`src/rtl/decimal_number_tile_printer_macros.svh`:
```
// Assertion macros shared by the decimal number tile printer RTL.
// Every macro expects a clock named clk and an active-low reset named rst_n.
`ifndef DECIMAL_NUMBER_TILE_PRINTER_MACROS_SVH
`define DECIMAL_NUMBER_TILE_PRINTER_MACROS_SVH

// Property holds on every clock edge out of reset.
`define DNTP_ASSERT(lbl, prop, msg) \
  lbl: assert property (@(posedge clk) disable iff (!rst_n) (prop)) \
    else $error(msg);

// Same-cycle implication.
`define DNTP_ASSERT_IMPL(lbl, ante, cons, msg) \
  lbl: assert property (@(posedge clk) disable iff (!rst_n) (ante) |-> (cons)) \
    else $error(msg);

// Next-cycle implication.
`define DNTP_ASSERT_NEXT(lbl, ante, cons, msg) \
  lbl: assert property (@(posedge clk) disable iff (!rst_n) (ante) |=> (cons)) \
    else $error(msg);

`endif

```
`src/rtl/dntp_pkg.sv`:
```
// Package for the decimal number tile printer: widths, constants, types.
// No dependencies; used by the interfaces, dntp_conv and the top level.
package dntp_pkg;

  localparam int DIGITS    = 5;
  localparam int ROW_TILES = 32;

  localparam int ADDR_W   = 14;
  localparam int COL_W    = 5;
  localparam int LINE_W   = 5;
  localparam int VALUE_W  = 16;
  localparam int LEN_W    = 3;
  localparam int DIGIT_W  = 4;
  localparam int CHAR_W   = 8;

  localparam logic [CHAR_W-1:0] CHAR_SPACE = 8'd32;
  localparam logic [CHAR_W-1:0] CHAR_ZERO  = 8'd48;
  localparam logic [CHAR_W-1:0] CHAR_NINE  = 8'd57;

  localparam logic [ADDR_W-1:0] NTB_RESET = 14'd6144;

  // Register index codes (byte address bit 2 selects the register)
  localparam logic REG_NTB = 1'b0;

  // Reciprocal multipliers for divide by 100 and by 10
  localparam int MUL_DIV100_WIDE   = 167773;  // >>24, exact for 16-bit values
  localparam int MUL_DIV100_NARROW = 41;      // >>12, exact below 1000
  localparam int MUL_DIV10         = 103;     // >>10, exact below 100

  typedef logic [ADDR_W-1:0]  addr_t;
  typedef logic [LEN_W-1:0]   len_t;
  typedef logic [DIGIT_W-1:0] digit_t;
  typedef logic [CHAR_W-1:0]  char_t;

  typedef struct packed {
    logic [VALUE_W-1:0] value;
    addr_t              addr;
    len_t               len;
  } conv_in_t;

  typedef struct packed {
    digit_t [DIGITS-1:0] digit;  // digit[0] is the ten-thousands place
    addr_t               addr;
    len_t                len;
  } conv_out_t;

endpackage

```
`src/rtl/dntp_ifs.sv`:
```
// Valid/ready channel interfaces for the printer's input and result sides.
// Depends on dntp_pkg for field widths.
interface dntp_in_if;
  logic                            valid;
  logic                            ready;
  logic [dntp_pkg::COL_W-1:0]      column;
  logic [dntp_pkg::LINE_W-1:0]     line;
  logic [dntp_pkg::VALUE_W-1:0]    value;
  logic [dntp_pkg::LEN_W-1:0]      length;

  modport source (output valid, column, line, value, length, input ready);
  modport sink   (input valid, column, line, value, length, output ready);
endinterface

interface dntp_out_if;
  logic                            valid;
  logic                            ready;
  logic [dntp_pkg::ADDR_W-1:0]     vram_address;
  logic [dntp_pkg::CHAR_W-1:0]     character;
  logic                            last;

  modport source (output valid, vram_address, character, last, input ready);
  modport sink   (input valid, vram_address, character, last, output ready);
endinterface

```
`src/rtl/decimal_number_tile_printer.sv`:
```
// Decimal number tile printer, top level: config register, digit pipeline, character emitter.
// Depends on dntp_pkg, dntp_ifs, dntp_conv and decimal_number_tile_printer_macros.svh.
//
// Each input transaction carries a screen column, line, 16-bit value and a
// length. The value is turned into five ASCII decimal digits with leading
// zeros (including an all-zero units digit) shown as spaces, and the rightmost
// min(length, 5) characters go out as result transactions, one per cycle while
// the output is ready, each with the video memory address name_table_base +
// line*32 + column + k, modulo 2^14; last marks the final character. A length
// of 0 is accepted and gives no result. The input is ready every cycle while
// the pipeline has room; an item of length n holds the result port for n
// transactions, so the single output port sets the sustained rate. An item
// passes through the five digit stages and the emitter register before its
// first result. name_table_base (reset 6144) sits at byte address 0 of the
// APB port; write it only while the block is idle.
`include "decimal_number_tile_printer_macros.svh"

module decimal_number_tile_printer (
  input  logic                  clk,
  input  logic                  rst_n,
  // config port
  input  logic                  cfg_psel,
  input  logic                  cfg_penable,
  input  logic                  cfg_pwrite,
  input  logic [2:0]            cfg_paddr,
  input  logic [31:0]           cfg_pwdata,
  output logic [31:0]           cfg_prdata,
  output logic                  cfg_pready,
  // channels
  dntp_in_if.sink               in_chan,
  dntp_out_if.source            out_chan
);

  // ---------------- config register ----------------
  dntp_pkg::addr_t ntb_r;
  logic            cfg_wr;

  assign cfg_pready = 1'b1;
  assign cfg_wr     = cfg_psel && cfg_penable && cfg_pwrite && cfg_pready;

  always_ff @(posedge clk) begin
    if (!rst_n) begin
      ntb_r <= dntp_pkg::NTB_RESET;
    end else if (cfg_wr && (cfg_paddr[2] == dntp_pkg::REG_NTB)) begin
      ntb_r <= cfg_pwdata[dntp_pkg::ADDR_W-1:0];
    end
  end

  assign cfg_prdata = (cfg_paddr[2] == dntp_pkg::REG_NTB) ?
                      {{(32-dntp_pkg::ADDR_W){1'b0}}, ntb_r} : 32'd0;

  // ---------------- input side ----------------
  dntp_pkg::conv_in_t  conv_in;
  dntp_pkg::conv_out_t conv_out;
  logic                conv_in_valid;
  logic                conv_in_ready;
  logic                conv_out_valid;
  logic                conv_out_ready;
  dntp_pkg::len_t      len_sat;

  // saturate length at five
  assign len_sat = (in_chan.length > dntp_pkg::LEN_W'(dntp_pkg::DIGITS)) ?
                   dntp_pkg::LEN_W'(dntp_pkg::DIGITS) : in_chan.length;

  // first character address, wraps at 14 bits
  assign conv_in.addr  = ntb_r
                       + dntp_pkg::ADDR_W'(in_chan.line) * dntp_pkg::ADDR_W'(dntp_pkg::ROW_TILES)
                       + dntp_pkg::ADDR_W'(in_chan.column);
  assign conv_in.value = in_chan.value;
  assign conv_in.len   = len_sat;

  // zero-length transactions are taken and dropped here
  assign conv_in_valid = in_chan.valid && (in_chan.length != '0);
  assign in_chan.ready = conv_in_ready;

  dntp_conv u_conv (
    .clk       (clk),
    .rst_n     (rst_n),
    .in_valid  (conv_in_valid),
    .in_ready  (conv_in_ready),
    .in_data   (conv_in),
    .out_valid (conv_out_valid),
    .out_ready (conv_out_ready),
    .out_data  (conv_out)
  );

  // ---------------- character build ----------------
  dntp_pkg::char_t text [dntp_pkg::DIGITS];
  dntp_pkg::char_t load_chars [dntp_pkg::DIGITS];

  always_comb begin
    logic       seen;
    logic [3:0] idx;
    seen = 1'b0;
    for (int k = 0; k < dntp_pkg::DIGITS; k++) begin
      seen    = seen || (conv_out.digit[k] != '0);
      text[k] = seen ? (dntp_pkg::CHAR_ZERO + dntp_pkg::CHAR_W'(conv_out.digit[k]))
                     : dntp_pkg::CHAR_SPACE;
    end
    // rightmost len characters, left aligned
    for (int k = 0; k < dntp_pkg::DIGITS; k++) begin
      idx = 4'(k) + 4'(dntp_pkg::DIGITS) - 4'(conv_out.len);
      if (idx < 4'(dntp_pkg::DIGITS)) begin
        load_chars[k] = text[idx[2:0]];
      end else begin
        load_chars[k] = dntp_pkg::CHAR_SPACE;
      end
    end
  end

  // ---------------- emitter (output register) ----------------
  logic            out_valid_r;
  dntp_pkg::len_t  remain_r;
  dntp_pkg::addr_t addr_r;
  dntp_pkg::addr_t addr_inc;
  dntp_pkg::char_t chars_r [dntp_pkg::DIGITS];
  logic            xfer;
  logic            done;
  logic            load;
  logic            remain_ok;
  logic            char_ok;

  assign xfer           = out_valid_r && out_chan.ready;
  assign done           = xfer && (remain_r == dntp_pkg::LEN_W'(1));
  assign conv_out_ready = !out_valid_r || done;
  assign load           = conv_out_valid && conv_out_ready;
  assign addr_inc       = addr_r + dntp_pkg::ADDR_W'(1);

  always_ff @(posedge clk) begin
    if (!rst_n) begin
      out_valid_r <= 1'b0;
      remain_r    <= '0;
    end else if (load) begin
      out_valid_r <= 1'b1;
      remain_r    <= conv_out.len;
    end else if (xfer) begin
      out_valid_r <= !done;
      remain_r    <= remain_r - dntp_pkg::LEN_W'(1);
    end
  end

  // payload: load a fresh string or shift one character out per transaction
  always_ff @(posedge clk) begin
    if (load) begin
      addr_r <= conv_out.addr;
      for (int k = 0; k < dntp_pkg::DIGITS; k++) begin
        chars_r[k] <= load_chars[k];
      end
    end else if (xfer) begin
      addr_r <= addr_inc;
      for (int k = 0; k < dntp_pkg::DIGITS - 1; k++) begin
        chars_r[k] <= chars_r[k+1];
      end
      chars_r[dntp_pkg::DIGITS-1] <= dntp_pkg::CHAR_SPACE;
    end
  end

  assign out_chan.valid        = out_valid_r;
  assign out_chan.vram_address = addr_r;
  assign out_chan.character    = chars_r[0];
  assign out_chan.last         = (remain_r == dntp_pkg::LEN_W'(1));

  assign remain_ok = remain_r != '0 && remain_r <= dntp_pkg::LEN_W'(dntp_pkg::DIGITS);
  assign char_ok   = (chars_r[0] == dntp_pkg::CHAR_SPACE)
                  || (chars_r[0] >= dntp_pkg::CHAR_ZERO && chars_r[0] <= dntp_pkg::CHAR_NINE);

  `DNTP_ASSERT_IMPL(a_remain_range, out_valid_r, remain_ok, "character count out of range")
  `DNTP_ASSERT_NEXT(a_more_follow, xfer && !done, out_valid_r, "string ended before last")
  `DNTP_ASSERT_NEXT(a_addr_step, xfer && !done, addr_r == $past(addr_inc), "address skipped")
  `DNTP_ASSERT_IMPL(a_char_code, out_valid_r, char_ok, "character not digit or space")

endmodule

```
`src/rtl/dntp_conv.sv`:
```
// Five-stage binary to decimal digit pipeline with valid/ready stall control.
// Depends on dntp_pkg and decimal_number_tile_printer_macros.svh.
`include "decimal_number_tile_printer_macros.svh"

module dntp_conv (
  input  logic                clk,
  input  logic                rst_n,
  input  logic                in_valid,
  output logic                in_ready,
  input  dntp_pkg::conv_in_t  in_data,
  output logic                out_valid,
  input  logic                out_ready,
  output dntp_pkg::conv_out_t out_data
);

  // stage valids
  logic v1_r, v2_r, v3_r, v4_r, v5_r;
  logic ld1, ld2, ld3, ld4, ld5;

  // stage 1: captured item
  logic [dntp_pkg::VALUE_W-1:0] s1_value_r;
  dntp_pkg::addr_t              s1_addr_r;
  dntp_pkg::len_t               s1_len_r;
  // stage 2: value / 100
  logic [dntp_pkg::VALUE_W-1:0] s2_value_r;
  logic [9:0]                   s2_q1_r;
  dntp_pkg::addr_t              s2_addr_r;
  dntp_pkg::len_t               s2_len_r;
  // stage 3: low pair, top digit
  logic [9:0]                   s3_q1_r;
  logic [6:0]                   s3_r1_r;
  logic [2:0]                   s3_q2_r;
  dntp_pkg::addr_t              s3_addr_r;
  dntp_pkg::len_t               s3_len_r;
  // stage 4: middle pair
  logic [2:0]                   s4_q2_r;
  logic [6:0]                   s4_r1_r;
  logic [6:0]                   s4_r2_r;
  dntp_pkg::addr_t              s4_addr_r;
  dntp_pkg::len_t               s4_len_r;
  // stage 5: tens of each pair
  logic [2:0]                   s5_q2_r;
  logic [6:0]                   s5_r1_r;
  logic [6:0]                   s5_r2_r;
  logic [3:0]                   s5_t1_r;
  logic [3:0]                   s5_t2_r;
  dntp_pkg::addr_t              s5_addr_r;
  dntp_pkg::len_t               s5_len_r;

  logic [33:0] q1_prod;
  logic [15:0] q1x100;
  logic [15:0] q2_prod;
  logic [9:0]  q2x100;
  logic [13:0] t1_prod;
  logic [13:0] t2_prod;
  logic [6:0]  u1_full;
  logic [6:0]  u2_full;

  // range checks for the assertions
  logic pair_ok;
  logic tens_ok;

  // a stage loads when it is empty or its content moves on
  assign ld5      = v4_r && (!v5_r || out_ready);
  assign ld4      = v3_r && (!v4_r || ld5);
  assign ld3      = v2_r && (!v3_r || ld4);
  assign ld2      = v1_r && (!v2_r || ld3);
  assign in_ready = !v1_r || ld2;
  assign ld1      = in_valid && in_ready;

  always_ff @(posedge clk) begin
    if (!rst_n) begin
      v1_r <= 1'b0;
      v2_r <= 1'b0;
      v3_r <= 1'b0;
      v4_r <= 1'b0;
      v5_r <= 1'b0;
    end else begin
      v1_r <= ld1 || (v1_r && !ld2);
      v2_r <= ld2 || (v2_r && !ld3);
      v3_r <= ld3 || (v3_r && !ld4);
      v4_r <= ld4 || (v4_r && !ld5);
      v5_r <= ld5 || (v5_r && !out_ready);
    end
  end

  assign q1_prod = 34'(s1_value_r) * 34'(dntp_pkg::MUL_DIV100_WIDE);
  assign q1x100  = 16'(s2_q1_r) * 16'd100;
  assign q2_prod = 16'(s2_q1_r) * 16'(dntp_pkg::MUL_DIV100_NARROW);
  assign q2x100  = 10'(s3_q2_r) * 10'd100;
  assign t1_prod = 14'(s4_r1_r) * 14'(dntp_pkg::MUL_DIV10);
  assign t2_prod = 14'(s4_r2_r) * 14'(dntp_pkg::MUL_DIV10);

  always_ff @(posedge clk) begin
    if (ld1) begin
      s1_value_r <= in_data.value;
      s1_addr_r  <= in_data.addr;
      s1_len_r   <= in_data.len;
    end
    if (ld2) begin
      s2_value_r <= s1_value_r;
      s2_q1_r    <= q1_prod[33:24];
      s2_addr_r  <= s1_addr_r;
      s2_len_r   <= s1_len_r;
    end
    if (ld3) begin
      s3_q1_r   <= s2_q1_r;
      s3_r1_r   <= 7'(s2_value_r - q1x100);
      s3_q2_r   <= q2_prod[14:12];
      s3_addr_r <= s2_addr_r;
      s3_len_r  <= s2_len_r;
    end
    if (ld4) begin
      s4_q2_r   <= s3_q2_r;
      s4_r1_r   <= s3_r1_r;
      s4_r2_r   <= 7'(s3_q1_r - q2x100);
      s4_addr_r <= s3_addr_r;
      s4_len_r  <= s3_len_r;
    end
    if (ld5) begin
      s5_q2_r   <= s4_q2_r;
      s5_r1_r   <= s4_r1_r;
      s5_r2_r   <= s4_r2_r;
      s5_t1_r   <= t1_prod[13:10];
      s5_t2_r   <= t2_prod[13:10];
      s5_addr_r <= s4_addr_r;
      s5_len_r  <= s4_len_r;
    end
  end

  assign u1_full = s5_r1_r - 7'(s5_t1_r) * 7'd10;
  assign u2_full = s5_r2_r - 7'(s5_t2_r) * 7'd10;

  assign out_valid         = v5_r;
  assign out_data.digit[0] = 4'(s5_q2_r);
  assign out_data.digit[1] = s5_t2_r;
  assign out_data.digit[2] = u2_full[3:0];
  assign out_data.digit[3] = s5_t1_r;
  assign out_data.digit[4] = u1_full[3:0];
  assign out_data.addr     = s5_addr_r;
  assign out_data.len      = s5_len_r;

  assign pair_ok = s4_r1_r < 7'd100 && s4_r2_r < 7'd100 && s4_q2_r <= 3'd6;
  assign tens_ok = s5_t1_r <= 4'd9 && s5_t2_r <= 4'd9 && u1_full <= 7'd9 && u2_full <= 7'd9;

  `DNTP_ASSERT_IMPL(a_q1_range, v2_r, s2_q1_r <= 10'd655, "value/100 out of range")
  `DNTP_ASSERT_IMPL(a_pair_range, v4_r, pair_ok, "digit pair out of range")
  `DNTP_ASSERT_IMPL(a_tens_range, v5_r, tens_ok, "decimal digit out of range")

endmodule
```
`src/flat_wrapper.sv`:
```
// flat-port wrapper written by rule: the top's interface ports become plain ports
module decimal_number_tile_printer_flat 
  (clk, rst_n, cfg_psel, cfg_penable, cfg_pwrite, cfg_paddr, cfg_pwdata, cfg_prdata, cfg_pready, in_chan_valid, in_chan_column, in_chan_line, in_chan_value, in_chan_length, in_chan_ready, out_chan_valid, out_chan_vram_address, out_chan_character, out_chan_last, out_chan_ready);
  dntp_in_if in_chan_i ();
  dntp_out_if out_chan_i ();
  input  logic clk;
  input  logic rst_n;
  input  logic cfg_psel;
  input  logic cfg_penable;
  input  logic cfg_pwrite;
  input  logic [2:0] cfg_paddr;
  input  logic [31:0] cfg_pwdata;
  output logic [31:0] cfg_prdata;
  output logic cfg_pready;
  input wire logic [$bits(in_chan_i.valid)-1:0] in_chan_valid;
  input wire logic [$bits(in_chan_i.column)-1:0] in_chan_column;
  input wire logic [$bits(in_chan_i.line)-1:0] in_chan_line;
  input wire logic [$bits(in_chan_i.value)-1:0] in_chan_value;
  input wire logic [$bits(in_chan_i.length)-1:0] in_chan_length;
  output wire logic [$bits(in_chan_i.ready)-1:0] in_chan_ready;
  output wire logic [$bits(out_chan_i.valid)-1:0] out_chan_valid;
  output wire logic [$bits(out_chan_i.vram_address)-1:0] out_chan_vram_address;
  output wire logic [$bits(out_chan_i.character)-1:0] out_chan_character;
  output wire logic [$bits(out_chan_i.last)-1:0] out_chan_last;
  input wire logic [$bits(out_chan_i.ready)-1:0] out_chan_ready;
  assign in_chan_i.valid = in_chan_valid;
  assign in_chan_i.column = in_chan_column;
  assign in_chan_i.line = in_chan_line;
  assign in_chan_i.value = in_chan_value;
  assign in_chan_i.length = in_chan_length;
  assign in_chan_ready = in_chan_i.ready;
  assign out_chan_valid = out_chan_i.valid;
  assign out_chan_vram_address = out_chan_i.vram_address;
  assign out_chan_character = out_chan_i.character;
  assign out_chan_last = out_chan_i.last;
  assign out_chan_i.ready = out_chan_ready;
  decimal_number_tile_printer u_core (.clk(clk), .rst_n(rst_n), .cfg_psel(cfg_psel), .cfg_penable(cfg_penable), .cfg_pwrite(cfg_pwrite), .cfg_paddr(cfg_paddr), .cfg_pwdata(cfg_pwdata), .cfg_prdata(cfg_prdata), .cfg_pready(cfg_pready), .in_chan(in_chan_i), .out_chan(out_chan_i));
endmodule
```
`config.mk`:
```
export PLATFORM = sky130hd
export DESIGN_NAME = decimal_number_tile_printer_flat
export DESIGN_NICKNAME = d
export VERILOG_FILES = /design/src/rtl/dntp_pkg.sv /design/src/rtl/dntp_ifs.sv /design/src/rtl/decimal_number_tile_printer.sv /design/src/rtl/dntp_conv.sv /design/src/flat_wrapper.sv
export VERILOG_INCLUDE_DIRS = /design/src /design/src/rtl
export SDC_FILE = /design/constraint.sdc
export NUM_CORES = 1
export LEC_CHECK = 0
export ABC_AREA = 1
export BUFFER_PORTS_ARGS = -buffer_cell sky130_fd_sc_hd__buf_2
export CORE_AREA = 2 2 198 200
export CTS_CLUSTER_DIAMETER = 120
export DETAILED_ROUTE_END_ITERATION = 12
export DIE_AREA = 0 0 200 202
export PLACE_DENSITY_LB_ADDON = 0.1
export SKIP_CTS_REPAIR_TIMING = 1
export SYNTH_ARGS = -nofsm -noshare
export SYNTH_HDL_FRONTEND = slang
export SYNTH_SLANG_ARGS = --single-unit
export TNS_END_PERCENT = 1
```
`constraint.sdc`:
```
create_clock -name clk -period 6.2 [get_ports clk]
set_input_delay 1.24 -clock clk [delete_from_list [all_inputs] [get_ports clk]]
set_output_delay 1.24 -clock clk [all_outputs]
set_load 0.005 [all_outputs]
```
**Yosys cells after proc, flatten, opt, wreduce, memory -nomap -nowiden**

Memory sizes are Yosys's and may differ from the RTL's.
Index checks and enable logic that the tools add are counted.

- Output and inout bits: 58
- Register bits after elaboration: 208
- Memories: 1
- Input bits: 71
- Memory bits (writable): 40
- Word-level logic and storage cells: 176
- Latch bits: 0
- Bits in read-only memories: 0

- Div/mod/pow operators: 0
- Multipliers: 8
- Bitwise operators: 11
- Equal/unequal tests: 1
- Add/sub/neg operators: 18
- Shifts and indexed selects: 0
- $lt $le $gt $ge: 11
- Muxes and demuxes: 42
- Reduce and logical (&&, ||, !) cells: 51

Memory list:

| memory | words | bits a word | read ports | clocked after memory_dff | write ports | line | text |
|---|---|---|---|---|---|---|---|
| u_core.chars_r | 5 | 8 | 5 | 0 | 5 | decimal_number_tile_printer.sv:116 | `dntp_pkg::char_t chars_r [dntp_pkg::DIGITS];` |

Operator list:

| cell | count |
|---|---|
| 8-bit 2-to-1 mux | 25 |
| 8-bit binary-select mux with 3-bit select | 5 |
| 14-bit 2-to-1 mux | 3 |
| 16-bit by 18-bit multiplier with 34-bit output (second input constant) | 1 |
| 6-bit by 4-bit adder with 7-bit output (first input constant) | 4 |
| 7-bit by 7-bit multiplier with 14-bit output (second input constant) | 2 |
| 4-bit >= comparator (second input constant) | 5 |
| 4-bit by 3-bit less-than comparator with 1-bit output (second input constant) | 5 |
| 3-bit inverter with 4-bit output | 5 |
| 4-bit nonzero test | 5 |
| 1-bit logical AND | 17 |
| 1-bit logical OR | 15 |
| 10-bit by 6-bit multiplier with 15-bit output (second input constant) | 1 |
| 14-bit by 1-bit adder with 14-bit output (second input constant) | 1 |
| 14-bit by 10-bit adder with 14-bit output | 1 |
| 14-bit by 5-bit adder with 14-bit output | 1 |
| 7-bit subtractor | 2 |
| 1-bit logical NOT | 12 |
| 3-bit by 3-bit subtractor with 4-bit output (first input constant) | 3 |
| 10-bit by 5-bit multiplier with 5-bit output (second input constant) | 1 |
| 4-bit by 3-bit multiplier with 3-bit output (second input constant) | 2 |
| 4-bit by 3-bit subtractor with 4-bit output (first input constant) | 2 |
| 4-bit subtractor | 2 |
| 6-bit by 3-bit adder with 7-bit output (first input constant) | 1 |
| other kinds (10) | 21 |

**Logic depth before layout (Yosys ltp)**

- Depth after elaboration: 14
- Gate-level depth with buffers: 23
- Depth with buffers taken out: 23

**Hierarchy**

A second synthesis with hierarchy kept.

- Cell total of the unflattened synthesis: 2010
- Area total of the unflattened synthesis: 19172.1 sq um

Modules (own cells, without submodules):

| module | seq. area each (sq um) | cells each | instances | area an instance (sq um) |
|---|---|---|---|---|
| dntp_conv | 5235.0 | 1353 | 1 | 14422.6 |
| decimal_number_tile_printer | 1681.6 | 657 | 1 | 4749.6 |

**Worst setup path before layout**

Ideal clock, no wire load.

- Kind: reg-to-reg
- Start point: reg u_core.u_conv.s1_value_r[2] (netlist name)
- End point: reg u_core.u_conv.s2_q1_r[3] (data pin)
- Slack: 1094 ps
- Path buffers: 0
- Data required time: 5948 ps
- Library setup time: 252 ps
- Data arrival time: 4853 ps
- Period minus slack after synthesis: 5106 ps
- Stages on the path, launching flop included: 21
- Cells stage by stage: edfxtp_1 > fa_1 > inv_1 > fa_1 > inv_1 > fa_1 > inv_1 > fa_1 > inv_1 > fa_1 > inv_1 > fa_1 > inv_1 > ha_1 > nand2_1 > nor2_1 > nand4_1 > o21ai_0 > nand2_1 > nand3_1 > nand2_1

- Longest elaborated chain between the ends: 1

Ends and longest elaborated chain:

| what | line | text |
|---|---|---|
| start: declaration | dntp_conv.sv:21 | `logic [dntp_pkg::VALUE_W-1:0] s1_value_r;` |
| start signal: assignment | dntp_conv.sv:96 | `s1_value_r <= in_data.value;` |
| 16-bit by 18-bit multiplier with 34-bit output | dntp_conv.sv:87 | `assign q1_prod = 34'(s1_value_r) * 34'(dntp_pkg::MUL_DIV100_WIDE);` |
| net u_core.u_conv.q1_prod[27] | dntp_conv.sv:50 | `logic [33:0] q1_prod;` |
| end signal: assignment | dntp_conv.sv:102 | `s2_q1_r <= q1_prod[33:24];` |
| end: declaration | dntp_conv.sv:26 | `logic [9:0] s2_q1_r;` |

The timed path passes the listed nets, and every way through them passes these cells.
A chain may end at the register's enable or synchronous reset.

**Worst setup path after layout**

- Start point: reg u_core.u_conv.s1_value_r[4] (netlist name)
- End point: reg u_core.u_conv.s2_q1_r[7] (data pin)

Same word-level chain as after synthesis.

==> results.cfg <==
[synthesis]
mappedNetlistArea_um2 = 18930
post_synth_inst_count = 1949
synth.yosys.seq_area_share_pct = 36.53
synth.distinct_cells = 54
synth-warning-count = 0
ys_top_cells_by_count = sky130_fd_sc_hd__inv_1, sky130_fd_sc_hd__nand2_1, sky130_fd_sc_hd__ha_1, sky130_fd_sc_hd__edfxtp_1, sky130_fd_sc_hd__fa_1
synth.avg_cell_area_um2 = 9.714
synthFlopType = sky130_fd_sc_hd__edfxtp_1
synthDominantAreaCellType = sky130_fd_sc_hd__edfxtp_1
synth_seq_cells = 238
synth-edff-count = 215
asyncSetResetFlopFracSynth_pct = 0
synth.top_cell.area_share_pct = 34.10
main_area_contributors_after_synthesis = sky130_fd_sc_hd__edfxtp_1, sky130_fd_sc_hd__ha_1, sky130_fd_sc_hd__fa_1, sky130_fd_sc_hd__inv_1, sky130_fd_sc_hd__nand2_1
synth.most_common_cell = sky130_fd_sc_hd__inv_1

[drt]
wl_per_cell_um = 14.36
antenna_left = 0
detail_route.first_pass.iterations = 5
post_drt_via_cell_ratio = 4.923
dr_total_vias = 12740
totalWireLength_um = 37160
drc = 0
dr.first_iter.drc_count = 417

[pwr]
netSwitchingPower_mw = 5.610
internal_power_mw = 5.970
cellPowerDensity_nw_per_um2 = 556.1
pwr-share-comb_pct = 67.4
clockPowerShare_pct = 14.9
netSwitchingFraction_pct = 48.45
leakage_nw = 10.07
worst_ir_drop_vdd_v = 0.0004918
power_frac_seq_pct = 17.8

[grt]
globalRouteMet3Util_pct = 2.670
grt_busiest_layer = met2
first_pass_grt_wire_length_um = 63170
largest_net_degree_at_the_start_of_global_routing = 40
antenna_found_initial = 0
globalRouteMet1Util_pct = 23.95
globalRouteOverflowTotal = 0
via_count_of_the_first_global_routing_pass = 13240
grtUsageMet2_pct = 35.26
gr-usage-all-layers_pct = 19.55

[finish]
final.fill_count = 3479
final_layout_size_suffix_gt1_share_pct = 8.120
layout.nets = 2521
n_antenna_cell = 0
growth_of_design_area_from_synthesis_to_finish_pct = 9.993

[critical_path]
critical_path_buf_inv_count = 4
cell_type_with_the_highest_occurrence_count_on_the_critical_path = sky130_fd_sc_hd__fa_1
required_ns = 6.50
timing.critical_path.to_type = flip-flop
startpoint_type = flip-flop
critical_path.max_stage_delay_ns = 0.61
cp_slowest_cell = sky130_fd_sc_hd__edfxtp_1
timing.critical_path.cells = inv_1, fa_1, fa_1, inv_1, fa_1, fa_1, fa_1, inv_1, fa_1, inv_1, ha_1, nand2_1, nor2_1, nand4_1, o21ai_0, nand2_1, nand3_1, nand2_1
critical_path_class = reg -> reg
critPathArrivalTime_ns = 5.95
peak_fanout_along_the_critical_path = 6
path_delay_family = adder cells

[run]
cap_violations = 0

[clocking]
clkLatencyLatePin_ns = 0.55
tritoncts = yes
clk_pin_slew_ns = 0.06
root_buffer = sky130_fd_sc_hd__clkbuf_16
cts_num_sinks = 238
cts.htree.levels = 1
cts-root-to-sink-buffers = 3
cts_inserted_buffers = 29

[floorplan]
count_of_boundary_i_o_pins = 129
die_area_um2 = 40400
floorplan.initialDensity_pct = 49.45
placeableCoreArea_um2 = 38290
chipWidth_um = 200
floorplan.die.height_um = 202
fp-row-count = 72

[sta]
report.final.hold_viol_count = 0
maxSlewViolCount = 0
setup-tns-final_ns = 0
count_of_endpoints_failing_setup_in_the_final_report = 0
slew_headroom_pct = 31.57
finalClockSkew_ns = 0.009985
period_minus_slack_ns = 5.644
fmax_ghz = 0.1772
whs_ns = 0.4137
min_period_over_period_pct = 91.02
worstMarginPinSlew_ns = 1.024
rsz0062_at_grt = false

[place]
routabilityCongestion = 0.9130
io_buffers = 87
dpl.hpwl_um = 30240

[outcome]
status = finished, final reports clean

[min_path]
hold_class = reg -> reg
-- cell type report --
| class | count | area [µm²] | area share, % |
|---|---|---|---|
| tap | 518 | 648.1 | 3.112 |
| clock buffer | 36 | 772.0 | 3.707 |
| inverter | 416 | 1567 | 7.523 |
| sequential | 238 | 6917 | 33.22 |
| multi-input combinational | 1267 | 10220 | 49.06 |
| clock inverter | 17 | 209.0 | 1.003 |
| timing repair buffer | 95 | 495.5 | 2.379 |
-- kinds of logic after synthesis --
logic type               share of synthesized area, %
AND/OR/NAND/NOR                                 12.26
buffers and inverters                           10.02
adder cells (fa/ha/maj)                         31.55
AO/OA/AOI/OAI                                   7.191
flip-flops                                      36.53
XOR/XNOR                                        2.406
other                                         0.03967
-- per-layer routing --
metal / part of all wire, % / routed length [µm]
met5: 0 / 0
met1: 43 / 16030
met2: 50 / 18480
met4: 3.4 / 1250
met3: 3.7 / 1391
-- metrics by stage --
step	instances	power [mW]	cell area [µm²]	util (%)	setup WS (ns)
2_1_floorplan	1969	8.030	19010	-	1.094
3_3_place_gp	2534	9.881	19840	51.83	0.5568
3_5_place_dp	2534	9.916	19840	51.83	0.5422
4_1_cts	2587	11.75	20820	54.39	0.5302
5_1_grt	2587	13.22	20820	54.39	0.2693
6_report	2587	11.58	20820	54.39	0.5565
-- layout by cell type (no fill, tap or decap), types with 53 or more instances in the layout --
cell,count
sky130_fd_sc_hd__nor2_1,111
sky130_fd_sc_hd__inv_1,409
sky130_fd_sc_hd__o21ai_0,80
sky130_fd_sc_hd__nand3_1,53
sky130_fd_sc_hd__nand2_1,320
sky130_fd_sc_hd__a21oi_1,103
sky130_fd_sc_hd__fa_1,124
sky130_fd_sc_hd__ha_1,279
sky130_fd_sc_hd__edfxtp_1,215
sky130_fd_sc_hd__buf_2,87
-- worst reg2reg max path, cell delays in order (launching register included) --
cell                       delay [ns]
sky130_fd_sc_hd__edfxtp_1        0.61
sky130_fd_sc_hd__inv_1           0.17
sky130_fd_sc_hd__fa_1            0.55
sky130_fd_sc_hd__fa_1            0.53
sky130_fd_sc_hd__inv_1           0.06
sky130_fd_sc_hd__fa_1            0.51
sky130_fd_sc_hd__fa_1            0.44
sky130_fd_sc_hd__fa_1            0.55
sky130_fd_sc_hd__inv_1           0.05
sky130_fd_sc_hd__fa_1            0.57
sky130_fd_sc_hd__inv_1           0.06
sky130_fd_sc_hd__ha_1            0.34
sky130_fd_sc_hd__nand2_1         0.10
sky130_fd_sc_hd__nor2_1          0.14
sky130_fd_sc_hd__nand4_1         0.09
sky130_fd_sc_hd__o21ai_0         0.32
sky130_fd_sc_hd__nand2_1         0.16
sky130_fd_sc_hd__nand3_1         0.10
sky130_fd_sc_hd__nand2_1         0.06
-- power groups by stage --
stage          sequential, mW  combinational, mW  clock [mW]
5_1_grt                  2.07               9.31        1.84
4_1_cts                  2.06               7.91        1.78
2_1_floorplan            2.05               5.98           0
3_5_place_dp             2.09               7.82           0
6_report                 2.06               7.80        1.72
3_3_place_gp             2.09               7.79           0
-- state kept, by name, indices dropped and copies added, names as in the netlist, 4 cells and up --
| name | count |
|---|---|
| u_core.chars_r | 30 |
| u_core.ntb_r | 14 |
| u_core.out_chan.vram_address | 14 |
| u_core.u_conv.s1_addr_r | 14 |
| u_core.u_conv.s1_value_r | 16 |
| u_core.u_conv.s2_addr_r | 14 |
| u_core.u_conv.s2_q1_r | 10 |
| u_core.u_conv.s2_value_r | 7 |
| u_core.u_conv.s3_addr_r | 14 |
| u_core.u_conv.s3_q1_r | 7 |
| u_core.u_conv.s3_r1_r | 7 |
| u_core.u_conv.s4_addr_r | 14 |
| u_core.u_conv.s4_r1_r | 7 |
| u_core.u_conv.s4_r2_r | 7 |
| u_core.u_conv.s5_addr_r | 14 |
| u_core.u_conv.s5_r1_r | 4 |
| u_core.u_conv.s5_r2_r | 4 |
| u_core.u_conv.s5_t1_r | 4 |
| u_core.u_conv.s5_t2_r | 4 |
-- worst paths after layout --
kind	start	endpoint	slack [ns]	cells past startpoint
setup / recovery	u_core.u_conv.s1_value_r[4]	u_core.u_conv.s2_q1_r[7]	0.56	18
hold / removal	u_core.u_conv.s2_addr_r[3]	u_core.u_conv.s3_addr_r[3]	0.41	0
setup reg to reg	u_core.u_conv.s1_value_r[4]	u_core.u_conv.s2_q1_r[7]	0.56	18
hold reg to reg	u_core.u_conv.s2_addr_r[3]	u_core.u_conv.s3_addr_r[3]	0.41	0
No activity file was read; power rests on OpenSTA's default activity.
